**config.mk**
```make
export PLATFORM = sky130hd
export DESIGN_NAME = pwm_period_duty_calculator_core
export DESIGN_NICKNAME = d
export VERILOG_FILES = /design/src/rtl/pwmpd_pkg.sv /design/src/rtl/pwmpd_div.sv /design/src/rtl/pwmpd_compare_regs.sv /design/src/rtl/pwmpd_core.sv
export SDC_FILE = /design/constraint.sdc
export NUM_CORES = 2
export LEC_CHECK = 0
export ABC_AREA = 1
export BUFFER_PORTS_ARGS = -buffer_cell sky130_fd_sc_hd__buf_2
export CAP_MARGIN = 20
export CORE_UTILIZATION = 50
export DETAILED_ROUTE_END_ITERATION = 12
export GPL_TIMING_DRIVEN = 0
export PLACE_DENSITY_LB_ADDON = 0.1
export SLEW_MARGIN = 20
export SYNTH_ARGS = -nofsm -noshare
export SYNTH_HDL_FRONTEND = slang
export SYNTH_SLANG_ARGS = --single-unit
```
**constraint.sdc**
```tcl
create_clock -name clk -period 7.5 [get_ports clk]
set_clock_uncertainty 0.15 [all_clocks]
set_input_delay 0.375 -clock clk [delete_from_list [all_inputs] [get_ports clk]]
set_output_delay 0.375 -clock clk [all_outputs]
set_load 0.01 [all_outputs]
```
**src/rtl/pwmpd_pkg.sv**
```systemverilog
// ============================================================================
// pwmpd_pkg
// Types, constants and helpers shared by the PWM period/duty calculator.
// ============================================================================
package pwmpd_pkg;

  localparam logic [15:0] FULL_SCALE = 16'hFFFF;
  localparam int SLOT_COUNT = 4;
  localparam int NUM_W      = 32;
  localparam int DEN_W      = 48;

  localparam logic OP_SET_DUTY = 1'b0;
  localparam logic OP_SET_FREQ = 1'b1;

  typedef struct packed {
    logic        op;
    logic [1:0]  channel;
    logic [15:0] duty;
    logic [31:0] target_frequency;
    logic [31:0] timer_clock;
  } pwmpd_request_t;

  typedef struct packed {
    logic        error;
    logic [15:0] prescale;
    logic [15:0] reload;
    logic [15:0] compare_one;
    logic [15:0] compare_two;
    logic [15:0] compare_three;
    logic [15:0] compare_four;
  } pwmpd_result_t;

  typedef struct packed {
    logic             start;
    logic [NUM_W-1:0] dividend;
    logic [DEN_W-1:0] divisor;
  } pwmpd_div_req_t;

  typedef struct packed {
    logic             done;
    logic [NUM_W-1:0] quotient;
  } pwmpd_div_rsp_t;

  typedef enum logic [3:0] {
    ST_IDLE,
    ST_DUTY_MUL,
    ST_DUTY_DIV,
    ST_PRE_DIV,
    ST_PRE_WAIT,
    ST_RLD_DIV,
    ST_RLD_WAIT,
    ST_RESC_MUL,
    ST_RESC_DIV,
    ST_RESC_WAIT,
    ST_RESPOND
  } pwmpd_state_t;

  function automatic logic [15:0] sat16(input logic [NUM_W-1:0] v);
    sat16 = (v > NUM_W'(FULL_SCALE)) ? FULL_SCALE : v[15:0];
  endfunction

endpackage

```
**src/rtl/pwmpd_div.sv**
```systemverilog
// ============================================================================
// pwmpd_div
// Restoring divider, one quotient bit per cycle, 32-bit dividend by 48-bit
// divisor. Quotient is valid while done is high.
// ============================================================================
module pwmpd_div
  import pwmpd_pkg::*;
(
  input  logic           clk,
  input  logic           rst,
  input  pwmpd_div_req_t req,
  output pwmpd_div_rsp_t rsp
);

  localparam int CNT_W = $clog2(NUM_W);
  localparam logic [CNT_W-1:0] STEP_LAST = CNT_W'(NUM_W - 1);

  logic             running;
  logic             done;
  logic [CNT_W-1:0] count;
  logic [DEN_W-1:0] rem;
  logic [DEN_W-1:0] den;
  logic [NUM_W-1:0] quo;

  logic [DEN_W:0] shifted;
  logic [DEN_W:0] diff;
  logic           ge;

  assign shifted = {rem, quo[NUM_W-1]};
  assign ge      = shifted >= {1'b0, den};
  assign diff    = shifted - {1'b0, den};

  always_ff @(posedge clk) begin
    if (rst) begin
      running <= 1'b0;
      done    <= 1'b0;
      count   <= '0;
    end else begin
      done <= 1'b0;
      if (req.start) begin
        running <= 1'b1;
        count   <= '0;
      end else if (running) begin
        count <= count + 1'b1;
        if (count == STEP_LAST) begin
          running <= 1'b0;
          done    <= 1'b1;
        end
      end
    end
  end

  always_ff @(posedge clk) begin
    if (req.start) begin
      rem <= '0;
      den <= req.divisor;
      quo <= req.dividend;
    end else if (running) begin
      rem <= ge ? diff[DEN_W-1:0] : shifted[DEN_W-1:0];
      quo <= {quo[NUM_W-2:0], ge};
    end
  end

  assign rsp.done     = done;
  assign rsp.quotient = quo;

endmodule

```
**src/rtl/pwmpd_compare_regs.sv**
```systemverilog
// ============================================================================
// pwmpd_compare_regs
// Per-channel compare registers; slots beyond the channel count read zero.
// ============================================================================
module pwmpd_compare_regs
  import pwmpd_pkg::*;
#(
  parameter int CHANNEL_COUNT = 4
) (
  input  logic        clk,
  input  logic        rst,
  input  logic        we,
  input  logic [1:0]  widx,
  input  logic [15:0] wdata,
  output logic [15:0] values [SLOT_COUNT]
);

  for (genvar g = 0; g < SLOT_COUNT; g++) begin : g_slot
    if (g < CHANNEL_COUNT) begin : g_live
      logic [15:0] value;
      always_ff @(posedge clk) begin
        if (rst) begin
          value <= '0;
        end else if (we && widx == 2'(g)) begin
          value <= wdata;
        end
      end
      assign values[g] = value;
    end else begin : g_absent
      assign values[g] = '0;
    end
  end

endmodule

```
**src/rtl/pwmpd_core.sv**
```systemverilog
// ============================================================================
// pwm_period_duty_calculator_core
// Keeps prescaler, reload and channel compare values of a four-channel PWM
// timer and recomputes them on set-duty and set-frequency commands.
// ============================================================================
// A command is taken when start is high and busy is low; busy then stays high
// until the result beat, which is on result for one cycle with done high and
// cannot be stalled. All divisions by a variable run on one shared bit-serial
// divider and products on one 16x16 multiplier; the duty division by 65535
// is a shift-and-add on the registered product.
// A set-duty command runs the multiply, the shift-and-add and the result beat.
// A set-frequency command runs the prescaler division, a reload division from
// clock/frequency when the prescaler comes out zero, one rescale per channel
// and the result beat; a refused frequency goes straight to the result beat.
module pwm_period_duty_calculator_core
  import pwmpd_pkg::*;
#(
  parameter int CHANNEL_COUNT = 4
) (
  input  logic           clk,
  input  logic           rst,
  input  logic           start,
  output logic           busy,
  input  pwmpd_request_t request,
  output logic           done,
  output pwmpd_result_t  result
);

  localparam logic [1:0] CH_LAST = 2'(CHANNEL_COUNT - 1);

  pwmpd_state_t state, state_next;

  logic [15:0]      prescale_value;
  logic [15:0]      auto_reload;
  logic [15:0]      compare_values [SLOT_COUNT];

  logic [1:0]       channel_r;
  logic [15:0]      duty_r;
  logic [31:0]      freq_r;
  logic [31:0]      clk_r;
  logic [DEN_W-1:0] den_r;
  logic             error_r;
  logic [31:0]      prod;
  logic [31:0]      duty_sum;
  logic [15:0]      new_prescale;
  logic [15:0]      new_reload;
  logic [1:0]       idx;

  logic [15:0]      mul_a;
  logic [15:0]      mul_b;
  logic             cmp_we;
  logic [1:0]       cmp_widx;
  logic [15:0]      cmp_wdata;
  logic             freq_bad;
  logic [15:0]      old_den;

  pwmpd_div_req_t div_req;
  pwmpd_div_rsp_t div_rsp;

  pwmpd_div u_div (
    .clk (clk),
    .rst (rst),
    .req (div_req),
    .rsp (div_rsp)
  );

  pwmpd_compare_regs #(
    .CHANNEL_COUNT (CHANNEL_COUNT)
  ) u_cmp (
    .clk    (clk),
    .rst    (rst),
    .we     (cmp_we),
    .widx   (cmp_widx),
    .wdata  (cmp_wdata),
    .values (compare_values)
  );

  assign freq_bad = (request.target_frequency == '0) ||
                    (request.target_frequency >= request.timer_clock);
  assign old_den  = (auto_reload == '0) ? 16'd1 : auto_reload;

  // floor(x / 65535) for x below 2^32 - 2^17 + 2
  assign duty_sum = prod + 32'(prod[31:16]) + 32'd1;

  always_ff @(posedge clk) begin
    if (rst) begin
      state <= ST_IDLE;
    end else begin
      state <= state_next;
    end
  end

  always_comb begin
    state_next = state;
    div_req    = '0;
    cmp_we     = 1'b0;
    cmp_widx   = channel_r;
    cmp_wdata  = sat16(div_rsp.quotient);
    mul_a      = auto_reload;
    mul_b      = duty_r;
    unique case (state)
      ST_IDLE: begin
        if (start) begin
          if (request.op == OP_SET_DUTY) begin
            state_next = ST_DUTY_MUL;
          end else if (freq_bad) begin
            state_next = ST_RESPOND;
          end else begin
            state_next = ST_PRE_DIV;
          end
        end
      end
      ST_DUTY_MUL: begin
        state_next = ST_DUTY_DIV;
      end
      ST_DUTY_DIV: begin
        cmp_we     = 1'b1;
        cmp_wdata  = duty_sum[31:16];
        state_next = ST_RESPOND;
      end
      ST_PRE_DIV: begin
        div_req.start    = 1'b1;
        div_req.dividend = clk_r;
        div_req.divisor  = den_r;
        state_next       = ST_PRE_WAIT;
      end
      ST_PRE_WAIT: begin
        if (div_rsp.done) begin
          state_next = (div_rsp.quotient != '0) ? ST_RESC_MUL : ST_RLD_DIV;
        end
      end
      ST_RLD_DIV: begin
        div_req.start    = 1'b1;
        div_req.dividend = clk_r;
        div_req.divisor  = DEN_W'(freq_r);
        state_next       = ST_RLD_WAIT;
      end
      ST_RLD_WAIT: begin
        if (div_rsp.done) begin
          state_next = ST_RESC_MUL;
        end
      end
      ST_RESC_MUL: begin
        mul_a      = compare_values[idx];
        mul_b      = new_reload;
        state_next = ST_RESC_DIV;
      end
      ST_RESC_DIV: begin
        div_req.start    = 1'b1;
        div_req.dividend = prod;
        div_req.divisor  = DEN_W'(old_den);
        state_next       = ST_RESC_WAIT;
      end
      ST_RESC_WAIT: begin
        if (div_rsp.done) begin
          cmp_we     = 1'b1;
          cmp_widx   = idx;
          state_next = (idx == CH_LAST) ? ST_RESPOND : ST_RESC_MUL;
        end
      end
      ST_RESPOND: begin
        state_next = ST_IDLE;
      end
      default: begin
        state_next = ST_IDLE;
      end
    endcase
  end

  // timer settings commit at the end of the rescale pass
  always_ff @(posedge clk) begin
    if (rst) begin
      prescale_value <= '0;
      auto_reload    <= FULL_SCALE;
    end else if (state == ST_RESC_WAIT && div_rsp.done && idx == CH_LAST) begin
      prescale_value <= new_prescale;
      auto_reload    <= new_reload;
    end
  end

  always_ff @(posedge clk) begin
    if (state == ST_IDLE && start) begin
      channel_r <= request.channel;
      duty_r    <= request.duty;
      freq_r    <= request.target_frequency;
      clk_r     <= request.timer_clock;
      den_r     <= {request.target_frequency, 16'h0000} - DEN_W'(request.target_frequency);
      error_r   <= (request.op == OP_SET_FREQ) && freq_bad;
      idx       <= '0;
    end
    if (state == ST_DUTY_MUL || state == ST_RESC_MUL) begin
      prod <= 32'(mul_a) * 32'(mul_b);
    end
    if (state == ST_PRE_WAIT && div_rsp.done) begin
      new_prescale <= sat16(div_rsp.quotient);
      new_reload   <= FULL_SCALE;
    end
    if (state == ST_RLD_WAIT && div_rsp.done) begin
      new_prescale <= '0;
      new_reload   <= div_rsp.quotient[15:0];
    end
    if (state == ST_RESC_WAIT && div_rsp.done) begin
      idx <= idx + 1'b1;
    end
  end

  assign busy = (state != ST_IDLE);
  assign done = (state == ST_RESPOND);

  assign result.error         = error_r;
  assign result.prescale      = prescale_value;
  assign result.reload        = auto_reload;
  assign result.compare_one   = compare_values[0];
  assign result.compare_two   = compare_values[1];
  assign result.compare_three = compare_values[2];
  assign result.compare_four  = compare_values[3];

  a_done_ends_busy: assert property (@(posedge clk) disable iff (rst)
    done |=> !busy)
    else $error("result beat not followed by idle");

  a_accept_goes_busy: assert property (@(posedge clk) disable iff (rst)
    (start && !busy) |=> (busy && !done) ||
                         (done && ($past(request.op) == OP_SET_FREQ) && error_r))
    else $error("accepted command did not start work");

  a_reload_nonzero: assert property (@(posedge clk) disable iff (rst)
    auto_reload != '0)
    else $error("reload value reached zero");

  a_div_start_idle: assert property (@(posedge clk) disable iff (rst)
    div_req.start |-> !div_rsp.done)
    else $error("divider restarted while delivering a quotient");

endmodule
```
==> flow_metrics.py <==
metrics = {
    "cells_and_area": {
        "instances_no_fill": 5588,
        "drive_above_1_share_pct": 9.89,
        "antenna_cells": 0,
        "num-nets-final": 5184,
        "postLayoutCellArea_sq_um": 39100,
        "synthToLayoutAreaGrowth_pct": 16.0,
        "final_common_cell": "nand2_1",
        "final_cell_mix": "980 x nand2_1, 822 x inv_1, 398 x nor2_1",
        "fillCellCount": 6164,
    },
    "clocking": {
        "clk_pin_slew_ps": 60,
        "cts_sinks": 431,
        "cts_root_buf": "clkbuf_16",
        "cts_tree": "done",
        "htree_num_levels": 2,
        "cts_made_buffers": 50,
        "clock_path_buffers": 3,
        "clk_latency_ps": 610,
    },
    "route": {
        "totalWireLength_mm": 117,
        "antenna_left": 0,
        "vias_per_cell": 5.48,
        "drcViolationCount": 0,
        "firstDrtPassIters": 6,
        "wl_per_cell_um": 21.0,
        "vias": 30600,
        "dr.first_iter.drc_count": 3545,
    },
    "run_status": {
        "outcome": "complete, no violations",
    },
    "placed_design": {
        "port_buffers": 183,
        "dp.cells": 5399,
        "gp_congestion": 1.00,
        "dpl.hpwl_mm": 94.3,
        "post_dp_cell_area_sq_um": 35900,
    },
    "grt": {
        "grt_antenna_before_repair": 1,
        "grt_pass1_wl_mm": 175,
        "grt_max_degree": 58,
        "grt.overflow.total": 0,
        "track_usage_pct": 34.1,
        "grt_pass1_vias": 29000,
    },
    "worst_setup_path": {
        "path_buf_inv": 8,
        "cpMostUsedCell": "fa_1",
        "cpPeakStageDelay_ps": 560,
        "required_ps": 7700,
        "cp_max_fo": 10,
        "cp-end-kind": "flop",
        "start_kind": "flop",
        "worstSetupPathType": "reg -> reg",
        "crit_path_top_delay_cell": "fa_1",
        "worstPathArrival_ps": 7480,
        "crit_family": "adder cells",
    },
    "die": {
        "std_cell_rows": 94,
        "fp.dieW_um": 262,
        "die_h_um": 262,
        "pin_count": 185,
        "die_area_sq_um": 68400,
        "start_util_pct": 50.9,
        "core_area_sq_um": 66200,
    },
    "yosys": {
        "ys_seq_elements": 431,
        "syn-cell-area_sq_um": 33700,
        "seq_area_frac_synth_pct": 33.4,
        "yosys_warnings": 0,
        "ys.flop_type": "edfxtp_1",
        "ys_async_sr_fraction_pct": 0,
        "syn_inst": 4345,
        "synth_nets": 4845,
        "avgSynthCellArea_sq_um": 7.75,
        "synth.distinct_cells": 59,
        "synth_edf_count": 260,
    },
    "hold_path": {
        "hold_class": "in -> reg",
    },
    "sta": {
        "fmax_ghz": 0.137,
        "setup_violations": 0,
        "period_share_pct": 97.1,
        "period_minus_slack_ps": 7280,
        "fin_tns_setup_ps": 0,
        "worst_hold_slack_ps": 45.6,
        "maxSlewViolCount": 0,
        "worst_slew_pin_slew_ps": 841,
        "hold_violations": 0,
        "max_slew_margin_pct": 43.5,
    },
    "flow_run": {
        "maxCapViolations": 0,
    },
}
-- worst register-to-register path, delay by kind of cell, from the launching register on --
family,cells,cell delay [ps]
simple gates,8,790
fa+ha+maj,7,3520
flops,1,380
buf+inv,8,1110
compound gates,7,1080
-- layer usage --
| layer | global-route usage [%] | vias to the layer above | part of all wire [%] |
|---|---|---|---|
| met5 | 0 | - | 0.0060 |
| met4 | 10.7 | 2 | 3.1 |
| met3 | 6.12 | 182 | 9.5 |
| met2 | 50.9 | 1400 | 43 |
| met1 | 50.0 | 14400 | 45 |
| li1 | - | 14600 | - |
-- flip-flops by register name (all words and copies together), names as in the netlist, 5 cells and up --
name,cells
auto_reload,16
clk_r,32
den_r,47
duty_r,16
freq_r,32
new_prescale,16
new_reload,16
prescale_value,16
prod,32
u_cmp.g_slot.g_live.value,64
u_div.count,5
u_div.den,48
u_div.quo,32
u_div.rem,48
-- kinds of logic (layout without fill, tap and decap cells) --
| kind of cell | after synthesis | count (layout) | share of synthesized area, % |
|---|---|---|---|
| buffers and inverters | 970 | 1349 | 11.3 |
| flip-flops | 431 | 431 | 33.4 |
| XOR/XNOR | 99 | 99 | 2.58 |
| adder cells (fa/ha/maj) | 414 | 414 | 19.7 |
| AND/OR/NAND/NOR | 1789 | 1789 | 22.2 |
| AO/OA/AOI/OAI | 642 | 642 | 10.9 |
-- per-stage QoR --
stage	worst slack [ps]	util [%]
after floorplan	689	-
after global placement	-2320	53.9
after detailed placement	-1090	54.2
after CTS	8.79	58.4
after global routing	-43.2	59.0
final	216	59.0
-- path summary, 6_finish.rpt --
kind,startpoint,to,slack (ps),cells past startpoint
max,idx[0],prod[28],220,30
min,rst,u_cmp.g_slot[1].g_live.value[0],50,4
max reg2reg,idx[0],prod[28],220,30
min reg2reg,new_prescale[8],prescale_value[8],300,2
-- cell type report --
class / count / area [sq um] / area share, %
Clock inverter: 34 / 349 / 0.894
Multi-Input combinational cell: 2944 / 19000 / 48.7
Timing Repair Buffer: 290 / 2060 / 5.28
Inverter: 854 / 3260 / 8.34
Tap cell: 864 / 1080 / 2.77
Clock buffer: 58 / 1360 / 3.47
Sequential cell: 431 / 11200 / 28.8
Buffer: 113 / 699 / 1.79
-- what timing repair did --
action                     4_1_cts  5_1_grt
pin swaps                        3        6
hold buffers                    82        0
hold endpoints to repair        84        0
setup buffers                    1       17
resized for setup               94       97
setup endpoints to repair       21       15
-- cells in the mapped netlist (19+ instances only) --
| master | number | area (sq um) |
|---|---|---|
| o21ai_0 | 225 | 1130 |
| nand4_1 | 71 | 444 |
| nand3_1 | 232 | 1160 |
| buf_2 | 19 | 95.1 |
| nand2_1 | 981 | 3680 |
| nor4_1 | 20 | 125 |
| clkbuf_1 | 78 | 293 |
| inv_1 | 835 | 3130 |
| xnor2_1 | 36 | 315 |
| o211ai_1 | 54 | 405 |
| xor2_1 | 63 | 552 |
| nor2_1 | 401 | 1510 |
| nor3_1 | 44 | 220 |
| o21ai_1 | 24 | 120 |
| ha_1 | 219 | 2740 |
| a21oi_1 | 233 | 1170 |
| dfxtp_1 | 171 | 3420 |
| edfxtp_1 | 260 | 7810 |
| fa_1 | 195 | 3900 |
Power is not shown: default switching activity piles up to over one toggle a cycle in this logic, so the estimate is an artifact.
